===== src/rtl/core/assert_macros.svh =====
// ----------------------------------------------------------------------------
// assert_macros.svh
// Assertion macros shared by the line pixel generator RTL.
// Each check samples on clk and is disabled while rst_n is low.
// ----------------------------------------------------------------------------
`ifndef ASSERT_MACROS_SVH
`define ASSERT_MACROS_SVH

`ifndef SYNTHESIS

// Check that a property holds at every clock edge out of reset.
`define LPG_ASSERT(label, prop, msg) \
    label: assert property (@(posedge clk) disable iff (!rst_n) (prop)) \
        else $error(msg);

// Check that a condition never shows up at a clock edge out of reset.
`define LPG_NEVER(label, cond, msg) \
    label: assert property (@(posedge clk) disable iff (!rst_n) !(cond)) \
        else $error(msg);

`else

`define LPG_ASSERT(label, prop, msg)
`define LPG_NEVER(label, cond, msg)

`endif

`endif


===== src/rtl/core/lpg_pkg.sv =====
// ----------------------------------------------------------------------------
// lpg_pkg
// Shared types for the line pixel generator.
// ----------------------------------------------------------------------------
`timescale 1ns / 1ps

package lpg_pkg;

    // Sequencer states
    typedef enum logic [1:0]
    {
        ST_IDLE,
        ST_SETUP,
        ST_WALK
    } lpg_state_t;

    // Walk orientation, set once per line
    typedef struct packed
    {
        logic axes_swapped;
        logic minor_step_down;
    } lpg_orient_t;

endpackage


===== src/rtl/core/line_pixel_generator_core.sv =====
// ----------------------------------------------------------------------------
// line_pixel_generator_core
// Bresenham line rasterizer: one line request in, one word per pixel out.
// ----------------------------------------------------------------------------
// A request word carries two endpoints and a BGRA color. The core walks the
// line along its major axis (y when the line is steeper than 45 degrees, x
// otherwise, ordered to run upward) and emits one pixel word per major step,
// with last_pixel set on the final one. The far endpoint is not drawn, so a
// zero-length line emits no words. A request is taken only while the core is
// idle: it is latched, set up, then walked at one pixel per cycle unless the
// output stalls; a line has up to 2^COORD_BITS - 1 pixels. The walk is paced by
// the single shared step unit that updates the error term once per pixel.
// Downstream stall holds the walk; the last pixel word may still sit in the
// output register while the next request is latched.
// ----------------------------------------------------------------------------
`timescale 1ns / 1ps

`include "assert_macros.svh"

module line_pixel_generator_core #(
    parameter int COORD_BITS = 6
) (
    input  logic                  clk,
    input  logic                  rst_n,

    // Request channel
    input  logic                  req_valid,
    output logic                  req_stall,
    input  logic [COORD_BITS-1:0] start_x,
    input  logic [COORD_BITS-1:0] start_y,
    input  logic [COORD_BITS-1:0] end_x,
    input  logic [COORD_BITS-1:0] end_y,
    input  logic [31:0]           pixel_color,

    // Pixel channel
    output logic                  pix_valid,
    input  logic                  pix_stall,
    output logic [COORD_BITS-1:0] pixel_x,
    output logic [COORD_BITS-1:0] pixel_y,
    output logic [31:0]           out_color,
    output logic                  last_pixel
);

    localparam int ERR_BITS = COORD_BITS + 3;

    // Sequencer
    lpg_pkg::lpg_state_t state_reg;
    lpg_pkg::lpg_state_t state_next;

    // Latched request
    logic [COORD_BITS-1:0] ax_reg;
    logic [COORD_BITS-1:0] ay_reg;
    logic [COORD_BITS-1:0] bx_reg;
    logic [COORD_BITS-1:0] by_reg;
    logic [31:0]           color_reg;

    // Walk state
    logic [COORD_BITS-1:0]      major_pos_reg;
    logic [COORD_BITS-1:0]      minor_pos_reg;
    logic [COORD_BITS-1:0]      major_end_reg;
    logic signed [ERR_BITS-1:0] error_reg;
    logic [COORD_BITS:0]        tmin_reg;
    logic [COORD_BITS:0]        tmaj_reg;
    lpg_pkg::lpg_orient_t       orient_reg;

    // Output register
    logic                  pix_valid_reg;
    logic                  pix_valid_next;
    logic [COORD_BITS-1:0] pixel_x_reg;
    logic [COORD_BITS-1:0] pixel_y_reg;
    logic [31:0]           out_color_reg;
    logic                  last_pixel_reg;

    // Setup results
    logic [COORD_BITS-1:0] su_major_start;
    logic [COORD_BITS-1:0] su_minor_start;
    logic [COORD_BITS-1:0] su_major_end;
    logic [COORD_BITS:0]   su_tmin;
    logic [COORD_BITS:0]   su_tmaj;
    lpg_pkg::lpg_orient_t  su_orient;
    logic                  su_nonzero;

    // Step results
    logic signed [ERR_BITS-1:0] st_error;
    logic [COORD_BITS-1:0]      st_major;
    logic [COORD_BITS-1:0]      st_minor;
    logic                       st_last;

    logic req_take;
    logic pix_take;
    logic pix_load;
    logic do_setup;

    lpg_setup #(
        .COORD_BITS (COORD_BITS)
    ) u_setup (
        .ax                (ax_reg),
        .ay                (ay_reg),
        .bx                (bx_reg),
        .by                (by_reg),
        .major_start       (su_major_start),
        .minor_start       (su_minor_start),
        .major_end         (su_major_end),
        .twice_minor_delta (su_tmin),
        .twice_major_delta (su_tmaj),
        .orient            (su_orient),
        .nonzero           (su_nonzero)
    );

    lpg_step #(
        .COORD_BITS (COORD_BITS)
    ) u_step (
        .error_acc         (error_reg),
        .major_pos         (major_pos_reg),
        .minor_pos         (minor_pos_reg),
        .major_end         (major_end_reg),
        .twice_minor_delta (tmin_reg),
        .twice_major_delta (tmaj_reg),
        .minor_step_down   (orient_reg.minor_step_down),
        .error_next        (st_error),
        .major_next        (st_major),
        .minor_next        (st_minor),
        .last              (st_last)
    );

    // Take requests only when idle; pixel words advance when the output
    // register is empty or being drained this cycle.
    assign req_stall = (state_reg != lpg_pkg::ST_IDLE);
    assign req_take  = req_valid && !req_stall;
    assign pix_take  = pix_valid_reg && !pix_stall;
    assign pix_load  = (state_reg == lpg_pkg::ST_WALK) && (!pix_valid_reg || !pix_stall);
    assign do_setup  = (state_reg == lpg_pkg::ST_SETUP);

    always_comb
    begin
        state_next     = state_reg;
        pix_valid_next = pix_valid_reg;

        if (pix_take)
        begin
            pix_valid_next = 1'b0;
        end
        if (pix_load)
        begin
            pix_valid_next = 1'b1;
        end

        case (state_reg)
            lpg_pkg::ST_IDLE:
            begin
                if (req_take)
                begin
                    state_next = lpg_pkg::ST_SETUP;
                end
            end
            lpg_pkg::ST_SETUP:
            begin
                // Drop zero-length lines without emitting anything
                state_next = su_nonzero ? lpg_pkg::ST_WALK : lpg_pkg::ST_IDLE;
            end
            lpg_pkg::ST_WALK:
            begin
                if (pix_load && st_last)
                begin
                    state_next = lpg_pkg::ST_IDLE;
                end
            end
            default:
            begin
                state_next = lpg_pkg::ST_IDLE;
            end
        endcase
    end

    always_ff @(posedge clk or negedge rst_n)
    begin
        if (!rst_n)
        begin
            state_reg     <= lpg_pkg::ST_IDLE;
            pix_valid_reg <= 1'b0;
        end
        else
        begin
            state_reg     <= state_next;
            pix_valid_reg <= pix_valid_next;
        end
    end

    // Payload registers: no reset needed
    always_ff @(posedge clk)
    begin
        if (req_take)
        begin
            ax_reg    <= start_x;
            ay_reg    <= start_y;
            bx_reg    <= end_x;
            by_reg    <= end_y;
            color_reg <= pixel_color;
        end

        if (do_setup)
        begin
            major_pos_reg <= su_major_start;
            minor_pos_reg <= su_minor_start;
            major_end_reg <= su_major_end;
            tmin_reg      <= su_tmin;
            tmaj_reg      <= su_tmaj;
            orient_reg    <= su_orient;
            error_reg     <= '0;
        end
        else if (pix_load)
        begin
            // Advance the walk by one major step
            major_pos_reg <= st_major;
            minor_pos_reg <= st_minor;
            error_reg     <= st_error;
        end

        if (pix_load)
        begin
            pixel_x_reg    <= orient_reg.axes_swapped ? minor_pos_reg : major_pos_reg;
            pixel_y_reg    <= orient_reg.axes_swapped ? major_pos_reg : minor_pos_reg;
            out_color_reg  <= color_reg;
            last_pixel_reg <= st_last;
        end
    end

    assign pix_valid  = pix_valid_reg;
    assign pixel_x    = pixel_x_reg;
    assign pixel_y    = pixel_y_reg;
    assign out_color  = out_color_reg;
    assign last_pixel = last_pixel_reg;

    // The final pixel word of a line returns the sequencer to idle
    `LPG_ASSERT(a_last_to_idle, (pix_load && st_last) |=> (state_reg == lpg_pkg::ST_IDLE), "last pixel did not end the walk")

    // Setup only ever follows a taken request
    `LPG_ASSERT(a_setup_after_req, (state_reg == lpg_pkg::ST_SETUP) |-> $past(req_take), "setup without a request")

    // The walk never reaches the far endpoint
    `LPG_NEVER(a_walk_in_range, (state_reg == lpg_pkg::ST_WALK) && (major_pos_reg >= major_end_reg), "walk ran past the line end")

    // Error term stays within one major delta of zero while walking
    `LPG_NEVER(a_error_bound, (state_reg == lpg_pkg::ST_WALK) && (error_reg > $signed({3'b000, tmaj_reg[COORD_BITS:1]})), "error term out of range")

    // A stalled pixel word is never overwritten
    `LPG_NEVER(a_no_overwrite, pix_load && pix_valid_reg && pix_stall, "pixel word overwritten while stalled")

endmodule


===== src/rtl/core/lpg_setup.sv =====
// ----------------------------------------------------------------------------
// lpg_setup
// Line setup: pick the major axis, order the endpoints, derive step sizes.
// ----------------------------------------------------------------------------
`timescale 1ns / 1ps

module lpg_setup #(
    parameter int COORD_BITS = 6
) (
    input  logic [COORD_BITS-1:0] ax,
    input  logic [COORD_BITS-1:0] ay,
    input  logic [COORD_BITS-1:0] bx,
    input  logic [COORD_BITS-1:0] by,
    output logic [COORD_BITS-1:0] major_start,
    output logic [COORD_BITS-1:0] minor_start,
    output logic [COORD_BITS-1:0] major_end,
    output logic [COORD_BITS:0]   twice_minor_delta,
    output logic [COORD_BITS:0]   twice_major_delta,
    output lpg_pkg::lpg_orient_t  orient,
    output logic                  nonzero
);

    logic [COORD_BITS-1:0] adx;
    logic [COORD_BITS-1:0] ady;
    logic [COORD_BITS-1:0] a_major;
    logic [COORD_BITS-1:0] a_minor;
    logic [COORD_BITS-1:0] b_major;
    logic [COORD_BITS-1:0] b_minor;
    logic [COORD_BITS-1:0] dmaj;
    logic [COORD_BITS-1:0] dmin;
    logic                  swapped;
    logic                  reorder;

    always_comb
    begin
        adx     = (ax > bx) ? (ax - bx) : (bx - ax);
        ady     = (ay > by) ? (ay - by) : (by - ay);
        swapped = (adx < ady);

        a_major = swapped ? ay : ax;
        a_minor = swapped ? ax : ay;
        b_major = swapped ? by : bx;
        b_minor = swapped ? bx : by;

        // Make the major axis run upward
        reorder     = (b_major < a_major);
        major_start = reorder ? b_major : a_major;
        major_end   = reorder ? a_major : b_major;
        minor_start = reorder ? b_minor : a_minor;

        dmaj = major_end - major_start;
        dmin = swapped ? adx : ady;

        orient.axes_swapped    = swapped;
        orient.minor_step_down = reorder ? (a_minor < b_minor) : (b_minor < a_minor);

        twice_major_delta = {dmaj, 1'b0};
        twice_minor_delta = {dmin, 1'b0};
        nonzero           = (dmaj != '0);
    end

endmodule


===== src/rtl/core/lpg_step.sv =====
// ----------------------------------------------------------------------------
// lpg_step
// One Bresenham step: error update, minor step decision, major advance.
// ----------------------------------------------------------------------------
`timescale 1ns / 1ps

module lpg_step #(
    parameter int COORD_BITS = 6
) (
    input  logic signed [COORD_BITS+2:0] error_acc,
    input  logic [COORD_BITS-1:0]        major_pos,
    input  logic [COORD_BITS-1:0]        minor_pos,
    input  logic [COORD_BITS-1:0]        major_end,
    input  logic [COORD_BITS:0]          twice_minor_delta,
    input  logic [COORD_BITS:0]          twice_major_delta,
    input  logic                         minor_step_down,
    output logic signed [COORD_BITS+2:0] error_next,
    output logic [COORD_BITS-1:0]        major_next,
    output logic [COORD_BITS-1:0]        minor_next,
    output logic                         last
);

    logic signed [COORD_BITS+2:0] sum;
    logic signed [COORD_BITS+2:0] dmaj_s;
    logic                         take_minor;

    always_comb
    begin
        sum        = error_acc + $signed({2'b00, twice_minor_delta});
        dmaj_s     = $signed({3'b000, twice_major_delta[COORD_BITS:1]});
        take_minor = (sum > dmaj_s);
        error_next = take_minor ? (sum - $signed({2'b00, twice_major_delta})) : sum;

        if (!take_minor)
        begin
            minor_next = minor_pos;
        end
        else if (minor_step_down)
        begin
            minor_next = minor_pos - COORD_BITS'(1);
        end
        else
        begin
            minor_next = minor_pos + COORD_BITS'(1);
        end

        major_next = major_pos + COORD_BITS'(1);
        last       = (major_next == major_end);
    end

endmodule


===== config.mk =====
export PLATFORM = sky130hd
export DESIGN_NAME = line_pixel_generator_core
export DESIGN_NICKNAME = d
export VERILOG_FILES = /design/src/rtl/core/lpg_pkg.sv /design/src/rtl/core/line_pixel_generator_core.sv /design/src/rtl/core/lpg_setup.sv /design/src/rtl/core/lpg_step.sv
export VERILOG_INCLUDE_DIRS = /design/src /design/src/rtl/core
export SDC_FILE = /design/constraint.sdc
export NUM_CORES = 1
export LEC_CHECK = 0
export ABC_AREA = 0
export BUFFER_PORTS_ARGS = -buffer_cell sky130_fd_sc_hd__buf_2
export CAP_MARGIN = 30
export CORE_MARGIN = 2
export CORE_UTILIZATION = 55
export CTS_CLUSTER_DIAMETER = 100
export DETAILED_ROUTE_END_ITERATION = 6
export GPL_TIMING_DRIVEN = 0
export PLACE_DENSITY = 0.75
export SETUP_SLACK_MARGIN = 0.1
export SYNTH_ARGS = -nofsm -noshare
export SYNTH_HDL_FRONTEND = slang
export SYNTH_SLANG_ARGS = --single-unit

===== constraint.sdc =====
create_clock -name clk -period 21.5 [get_ports clk]
set_input_delay 4.3 -clock clk [delete_from_list [all_inputs] [get_ports clk]]
set_output_delay 4.3 -clock clk [all_outputs]
set_load 0.01 [all_outputs]

# After elaboration in Yosys (flattened, before gate mapping)
# Cells that the tools add are included.
[totals] regBits=145 in_bits=60 out_inout_bits=47 wordCells=83
[op_classes] add_sub_neg=10 n_lt_le_gt_ge=7 n_eq_ne=5 muxes=26 n_reduce_logical=16
[op_table] cell="two-way mux 6 bit" n=18
[op_table] cell="subtractor 6 bit" n=5
[op_table] cell="< comparator 6 bit" n=4
[op_table] cell="adder 6 x 1 -> 6 bit (second input constant)" n=2
[op_table] cell="> comparator 6 bit" n=2
[op_table] cell="adder 9 x 8 -> 9 bit" n=1
[op_table] cell="> comparator 9 x 7 -> 1 bit" n=1
[op_table] cell="two-way mux 9 bit" n=1
[op_table] cell="subtractor 9 x 8 -> 9 bit" n=1
[op_table] cell="nonzero test 2 bit" n=4
[op_table] cell="== test 6 bit" n=1
[op_table] cell="two-way mux 2 bit" n=3
[op_table] cell="one-hot mux 2 bit (3 select lines)" n=1
[op_table] cell="nonzero test 6 bit" n=1
[op_table] cell="subtractor 6 x 1 -> 6 bit (second input constant)" n=1
[op_table] cell="logical AND 1 bit" n=4
[op_table] cell="AND reduction 2 bit" n=2
[op_table] cell="zero test 1 bit" n=3
[op_table] cell="two-way mux 1 bit" n=3
[op_table] cell="== test 2 x 1 -> 1 bit (second input constant)" n=1
[op_table] cell="== test 2 bit (second input constant)" n=1
[op_table] cell="zero test 2 bit" n=1
[op_table] cell="!= test 2 x 1 -> 1 bit (second input constant)" n=1
[op_table] cell="!= test 2 bit (second input constant)" n=1
[op_table] cell="logical OR 1 bit" n=1

# Depth between registers and ports, before layout
# Gate-level depths: netlist (run 1).
[logic_depth] ltp_word=10 mapped_depth=37 mapped_depth_nobuf=33

# Hierarchy
# From an unflattened synthesis (run 1), not the netlist that was laid out.
[hier_totals] hier_cells=710 area_unflattened_um2=8627.0
[by_module_without_submodules] module="line_pixel_generator_core" instances=1 cells_each=208 area_each_um2=4887.2 seq_area_each_um2=4309.1
[by_module_without_submodules] module="lpg_setup" instances=1 cells_each=349 area_each_um2=2452.4 seq_area_each_um2=0.0
[by_module_without_submodules] module="lpg_step" instances=1 cells_each=153 area_each_um2=1287.5 seq_area_each_um2=0.0

# Least setup slack after synthesis (run 1)
# Ideal clock, no wire load.
[synth_path] kind="input to register" from="input port req_valid" to="register ax_reg[0] (enable)" setup_time_ns=0.470 arrival_ns=6.682 required_time_ns=21.030 slack_ns=14.348 path_stages=2 n_path_buf=0 path_cell_list="inv_1 > nor2_1"
[synth_via] elab_chain_cells=1
[synth_rtl] item="start, declared" line_no="line_pixel_generator_core.sv:27" source="input logic req_valid,"
[synth_rtl] item="logical AND 1 bit" line_no="line_pixel_generator_core.sv:129" source="assign req_take = req_valid && !req_stall;"
[synth_rtl] item="via req_take" line_no="line_pixel_generator_core.sv:89" source="logic req_take;"
[synth_rtl] item="end signal, assigned" line_no="line_pixel_generator_core.sv:194" source="ax_reg <= start_x;"
[synth_rtl] item="end, declared" line_no="line_pixel_generator_core.sv:51" source="logic [COORD_BITS-1:0] ax_reg;"
# The timed path passes the listed nets, and every way through them passes these cells.
# A chain may end at the register's enable or synchronous reset.

# Worst setup path after layout (run 1)
[layout_path] from="register ax_reg[0]" to="register state_reg[1]"
[layout_via] elab_chain_cells=10 word_cells_on_any_way=14 cone_classes="add/sub (3); order compare (3); mux (7); reduce/logical (1)"
[layout_rtl] item="subtractor 6 bit / > comparator 6 bit (equally long branches)" line_no="lpg_setup.sv:36" source="adx = (ax > bx) ? (ax - bx) : (bx - ax);"
[layout_rtl] item="two-way mux 6 bit" line_no="lpg_setup.sv:36"
[layout_rtl] item="< comparator 6 bit" line_no="lpg_setup.sv:38" source="swapped = (adx < ady);"
[layout_rtl] item="two-way mux 6 bit, on equally long branches" line_no="lpg_setup.sv:42, lpg_setup.sv:40"
[layout_rtl] item="< comparator 6 bit" line_no="lpg_setup.sv:46" source="reorder = (b_major < a_major);"
[layout_rtl] item="two-way mux 6 bit, on equally long branches" line_no="lpg_setup.sv:48, lpg_setup.sv:47"
[layout_rtl] item="subtractor 6 bit (*)" line_no="lpg_setup.sv:51" source="dmaj = major_end - major_start;"
[layout_rtl] item="via su_tmaj[5]" line_no="line_pixel_generator_core.sv:79" source="logic [COORD_BITS:0] su_tmaj;"
[layout_rtl] item="nonzero test 6 bit (*)" line_no="lpg_setup.sv:59" source="nonzero = (dmaj != '0);"
[layout_rtl] item="two-way mux 2 bit (*)" line_no="line_pixel_generator_core.sv:159" source="state_next = su_nonzero ? lpg_pkg::ST_WALK : lpg_pkg::ST_IDLE;"
[layout_rtl] item="one-hot mux 2 bit (3 select lines) (*)" line_no="line_pixel_generator_core.sv:148" source="case (state_reg)"
[layout_rtl] item="end signal, assigned" line_no="line_pixel_generator_core.sv:179" source="state_reg <= lpg_pkg::ST_IDLE;"
[layout_rtl] item="end signal, assigned" line_no="line_pixel_generator_core.sv:184" source="state_reg <= state_next;"
[layout_rtl] item="end, declared" line_no="line_pixel_generator_core.sv:47" source="lpg_pkg::lpg_state_t state_reg;"
# The timed path passes the listed nets; every way through them passes the cells marked *.

==> results by group, run 1 <==
Die
  • Die Wd: 124 µm
  • Area of the core: 13900 µm²
  • Row count: 43
  • Initial Util: 56.6%
  • Io pins: 107
  • DIE HEIGHT: 124 µm
  • Die area: 15300 µm²

Worst setup path
  • Worst path slowest cell: mux2i_1
  • Reg-to-reg slack, setup: 13050 ps
  • Worst R2R Path Depth: 33
  • Crit-path max FO: 10
  • Slowest stage delay, CP: 500 ps
  • Cell mode on critical path: ha_1
  • Critical Path AT: 8740 ps
  • Startpoint types: flip-flop
  • Crit Path Class: flip-flop to flip-flop
  • Critical R2R Capture: state_reg[1]
  • Critical path startpoint: ax_reg[0]
  • Reg2Reg Launch Point: ax_reg[0]
  • CP endpoint kind: flip-flop
  • CP required: 21800 ps

Yosys
  • Synth Area in Adders: 11.7%
  • Post-synth top area share: 50.7%
  • Synth Area in Compound Gates: 12.2%
  • Synth unique cells: 61
  • Synthesized area: 7880 µm²
  • Area leader, netlist: edfxtp_1
  • Ys flop type: edfxtp_1
  • Sequential share of the synthesized area: 53.7%
  • Post-Syn Area per Cell: 11.7 µm²
  • Syn nets: 798
  • Cells after Synth: 671
  • Post-synthesis mux area share: 6.33%
  • YS warnings: 0
  • Largest family of logic cells by synthesized area: compound AO/OA/AOI/OAI gates
  • Commonest cells post-synth: 133 x edfxtp_1, 60 x ha_1, 59 x inv_1
  • Seq cells post-synth: 144
  • Most frequent cell after synthesis: edfxtp_1
  • Most area-consuming cells after synthesis: edfxtp_1 51%, ha_1 9.5%, mux2i_1 4.2%, a21oi_1 3.7%, inv_1 2.8%
  • Post-synthesis async set-or-reset flop share: 2.08%
  • Post-Synth Simple-Gate Area: 8.25%
  • EDFF count, synth: 133
  • Synth Area in XOR/XNOR: 3.89%

Clock tree
  • PostCTS Resize Cnt: 0
  • Clock latency on the worst-skew pair: 420 ps
  • Cts bufs inserted: 17
  • Clk buf depth: 2
  • Clock root buffer: clkbuf_16
  • CTS Hold Buffers Added: 0
  • CTS tree: yes
  • Htree depth: 4
  • Clock-pin slew on the worst setup and hold paths: 60 ps
  • Post CTS Setup Buffer Count: 0
  • Clock Sinks: 144

STA
  • RSZ-0062 raised after global routing: false
  • Fin crit share: 39.3%
  • Fmax: 118 MHz
  • Fin. Hold Viols: 0
  • Fin Setup TNS: 0 ps
  • Setup Skew: 7.39 ps
  • Tightest Pin Transition: 963 ps
  • Slew Viols, Final: 0
  • Worst rel slew slack: 35.7%
  • Finish-stage setup viols: 0
  • Crit path time final: 8450 ps
  • Min Hold Slack: 414 ps

Placement
  • GP Congestion: 0.950
  • Total placed cells including tap cells: 959
  • Port Buf Inserts: 106
  • DP HPWL: 14200 µm

Drt
  • DR iter-0 viols: 310
  • 1st-pass router iterations: 5
  • # DRC: 0
  • Wirelength per Cell: 18.3 µm
  • Drt via density: 5.58
  • DRT Wirelength: 18100 µm
  • Remaining antenna violation count after routing: 0
  • Via count: 5530

Hold path
  • Hold-critical path depth: 0
  • Critical hold path startpoint: color_reg[23]
  • Hold endpoint: out_color[23]
  • Hold Crit Class: flip-flop to flip-flop

Cells and area
  • Core Util, Final: 66.7%
  • Post-Layout Cell Count: 991
  • Multi-input logic area: 3350 µm²
  • Reg area: 4230 µm²
  • Syn-to-layout area delta: 17.9%
  • ANT cells: 0
  • Layout cells sized above 1: 20.8%
  • Filler cell count: 1065
  • Nets: 925

Global routing
  • Grt ovf: 0
  • Met3 Use GR: 5.77%
  • Met1 usage: 32.2%
  • Busiest grt layer: met2
  • GR Layer Usage met2: 42.7%
  • First-pass GRT wire length: 28500 µm
  • Vias in the first global route: 5606
  • Gr usage total: 25.1%
  • Initial antenna violation count: 0
  • Largest net degree at the start of global routing: 41

Flow run
  • Max-Cap Viols: 0

Outcome
  • Status: finished clean
==> cell families after synthesis <==
logic type / Yosys count
compound gates: 154
flops: 144
simple gates: 140
buf+inv: 80
fa+ha+maj: 70
mux: 48
xor+xnor: 35
==> layout make-up <==
cell class / instances / share of cell area [%]
sequential: 144 / 45.5
multi-input combinational: 447 / 36.0
timing repair buffer: 108 / 6.14
clock buffer: 18 / 4.62
inverter: 61 / 2.46
tap: 180 / 2.42
clock inverter: 14 / 1.90
buffer: 19 / 0.916
==> critical path, delay by kind of cell, from the launching register on <==
kind                     cells  cell delay (ps)
XOR/XNOR                     1              170
multiplexers                 2              760
AND/OR/NAND/NOR              6              830
AO/OA/AOI/OAI               12             3310
flip-flops                   1              420
adder cells (fa/ha/maj)      5             1390
buffers and inverters        7             1440
==> how the worst max path moves through the flow <==
| stage | endpoint | slack, ps | depth (start not counted) |
|---|---|---|---|
| finish | state_reg[1] | 13050 | 33 |
| global route | state_reg[1] | 12410 | 33 |
| CTS | state_reg[1] | 13060 | 33 |
| detailed placement | state_reg[1] | 13130 | 33 |
| global placement | state_reg[1] | 13170 | 33 |
| floorplan | ax_reg[0] | 14350 | 2 |
==> routing by layer <==
layer,routed length (µm),vias up
met5,0,-
met2,9060,134
met1,8050,2669
li1,-,2701
met3,722,26
met4,303,0
==> metrics by stage <==
stage	area (µm²)	worst slack (ps)
2_1_floorplan	7880	14350
3_3_place_gp	8640	13170
3_5_place_dp	8690	13130
4_1_cts	9290	13060
5_1_grt	9290	12410
6_report	9290	13050
==> layout by cell type (no fill, tap or decap), types with 4 or more instances in the layout <==
master | netlist | final
clkbuf_16 | 0 | 17
o31ai_1 | 4 | 4
nand4_1 | 4 | 4
buf_1 | 5 | 5
clkbuf_1 | 9 | 9
a21oi_1 | 58 | 58
o21ai_0 | 31 | 31
mux2_2 | 15 | 15
nor2b_1 | 4 | 4
xor2_1 | 14 | 14
nand2_1 | 51 | 51
nor3_1 | 5 | 5
and2_1 | 5 | 5
inv_1 | 59 | 59
buf_2 | 4 | 110
nor2_1 | 39 | 38
dfxtp_1 | 8 | 8
o211ai_1 | 5 | 5
nand3_1 | 10 | 10
edfxtp_1 | 133 | 133
inv_6 | 0 | 4
o21bai_1 | 8 | 8
mux2i_1 | 33 | 33
nand2b_1 | 8 | 8
a21o_1 | 19 | 19
fa_1 | 7 | 7
ha_1 | 60 | 60
xnor2_1 | 21 | 21
Power of run 1 is not shown: default switching activity piles up to over one toggle a cycle in this logic, so the estimate is an artifact.
==> inputs of run 2 (changes only) <==
Clock period 21.5 ns to 8.19 ns, I/O delays scaled along.
==> results by group, run 2 (synthesis gave the netlist of run 1 again) <==
Placement
  • Port Buf Inserts: 106 (unchanged)
  • GP Congestion: 0.950 (unchanged)
  • DP HPWL: 14200 µm (unchanged)

Outcome
  • Status: finished clean (unchanged)

Clock tree
  • Clock latency on the worst-skew pair: 430 ps (was 420 ps)
  • Clock root buffer: clkbuf_16 (unchanged)
  • Cts bufs inserted: 17 (unchanged)
  • Htree depth: 4 (unchanged)
  • Clock Sinks: 144 (unchanged)
  • Clock-pin slew on the worst setup and hold paths: 60 ps (about the same)
  • CTS tree: yes (unchanged)
  • Clk buf depth: 2 (unchanged)

Worst setup path
  • Crit Path Class: flip-flop to flip-flop (unchanged)
  • Slowest stage delay, CP: 420 ps (was 500 ps)
  • Startpoint types: flip-flop (unchanged)
  • CP endpoint kind: flip-flop (unchanged)
  • Critical Path AT: 7820 ps (was 8740 ps)
  • CP required: 8490 ps (was 21800 ps)
  • Crit-path max FO: 10 (unchanged)
  • Worst path slowest cell: edfxtp_1 (was mux2i_1)

Cells and area
  • Nets: 929 (was 925)
  • Syn-to-layout area delta: 19.3% (was 17.9%)
  • Core Util, Final: 67.5% (was 66.7%)
  • Filler cell count: 1049 (was 1065)
  • Layout cells sized above 1: 22.8% (was 20.8%)
  • Commonest non-fill, non-tap cell in the layout: edfxtp_1 (unchanged)
  • Reg area: 4230 µm² (unchanged)
  • Most frequent cells in the layout: 133 x edfxtp_1, 109 x buf_2, 59 x inv_1, 59 x ha_1, 55 x a21oi_1 (was 133 x edfxtp_1, 110 x buf_2, 60 x ha_1)
  • Multi-input logic area: 3410 µm² (was 3350 µm²)
  • ANT cells: 0 (unchanged)

Drt
  • Via count: 5528 (was 5530)
  • Drt via density: 5.56 (was 5.58)
  • Remaining antenna violation count after routing: 0 (unchanged)
  • DRT Wirelength: 18200 µm (was 18100 µm)
  • DR iter-0 viols: 320 (was 310)
  • # DRC: 0 (unchanged)
  • 1st-pass router iterations: 4 (was 5)
  • Wirelength per Cell: 18.3 µm (about the same)

Die
  • Initial Util: 56.6% (unchanged)
  • DIE HEIGHT: 124 µm (unchanged)
  • Die Wd: 124 µm (unchanged)
  • Die area: 15300 µm² (unchanged)
  • Area of the core: 13900 µm² (unchanged)
  • Row count: 43 (unchanged)
  • Io pins: 107 (unchanged)

STA
  • Fmax: 133 MHz (was 118 MHz)
  • Crit path time final: 7520 ps (was 8450 ps)
  • Setup Skew: 12.8 ps (was 7.39 ps)
  • Finish-stage setup viols: 0 (unchanged)
  • RSZ-0062 raised after global routing: false (unchanged)
  • Min Hold Slack: 413 ps (was 414 ps)
  • Worst rel slew slack: 34.7% (was 35.7%)
  • Tightest Pin Transition: 977 ps (was 963 ps)
  • Fin. Hold Viols: 0 (unchanged)
  • Fin crit share: 91.8% (was 39.3%)
  • Slew Viols, Final: 0 (unchanged)

Global routing
  • First-pass GRT wire length: 28500 µm (about the same)
  • Gr usage total: 25.1% (about the same)
  • Initial antenna violation count: 0 (unchanged)
  • Largest net degree at the start of global routing: 41 (unchanged)
  • Grt ovf: 0 (unchanged)
  • Vias in the first global route: 5602 (was 5606)

Flow run
  • Max-Cap Viols: 0 (unchanged)

Hold path
  • Hold Crit Class: flip-flop to flip-flop (unchanged)
-- run 2: cell count changes in the layout (fill, tap and decap cells not counted), sizes merged --
cell    delta
buf        +5
clkbuf     -1
-- run 2: what timing repair did --
action / CTS / global route
endpoints found under the setup margin: 2 / 4
setup buffers: 0 / 5
gates resized for setup: 5 / 20
hold endpoints to repair: 0 / 0
hold buffers: 0 / 0
pin swaps: 0 / 1
-- run 2: final cells by class --
| class | count | area share, % |
|---|---|---|
| sequential | 144 | 45.0 |
| multi-input combinational | 447 | 36.3 |
| timing repair buffer | 113 | 6.46 |
| clock buffer | 18 | 4.56 |
| inverter | 61 | 2.43 |
| tap | 180 | 2.39 |
| clock inverter | 14 | 1.88 |
| buffer | 18 | 1.02 |
-- run 2: path summary, 6_finish.rpt --
path / from / to / slack [ps] / cells past startpoint
hold / removal: color_reg[23] / out_color[23] / 410 / 0
hold reg to reg: color_reg[23] / out_color[23] / 410 / 0
setup reg to reg: ax_reg[0] / state_reg[1] / 670 / 33
setup / recovery: ax_reg[0] / state_reg[1] / 670 / 33
max in group asynchronous: rst_n / state_reg[0] / 7080 / 1
min in group asynchronous: rst_n / pix_valid / 1000 / 1
-- run 2: per-layer routing --
layer | global-route usage [%] | routed length (µm) | share of wire, % | up-vias
li1 | - | - | - | 2706
met4 | 7.46 | 270 | 1.5 | 0
met5 | 0 | 0 | 0 | -
met2 | 42.7 | 9100 | 50 | 134
met3 | 5.77 | 746 | 4.1 | 21
met1 | 32.2 | 8100 | 44 | 2667
-- run 2: critical path, delay by kind of cell, from the launching register on --
| kind | cells | cell delay [ps] |
|---|---|---|
| buf+inv | 6 | 810 |
| mux | 2 | 610 |
| compound gates | 13 | 3240 |
| xor+xnor | 1 | 170 |
| flops | 1 | 420 |
| fa+ha+maj | 5 | 1370 |
| simple gates | 6 | 750 |
-- run 2: per-stage QoR --
stage                     TNS, ps  instances  setup slack [ps]  instance area [µm²]
final                           0        995               672                 9410
after global routing            0        995               121                 9410
after CTS                       0        991               126                 9310
after detailed placement     -178        959              -178                 8690
after global placement       -142        957              -142                 8640
after floorplan                 0        671              1100                 7880
Power of run 2 is left out for the same reason.
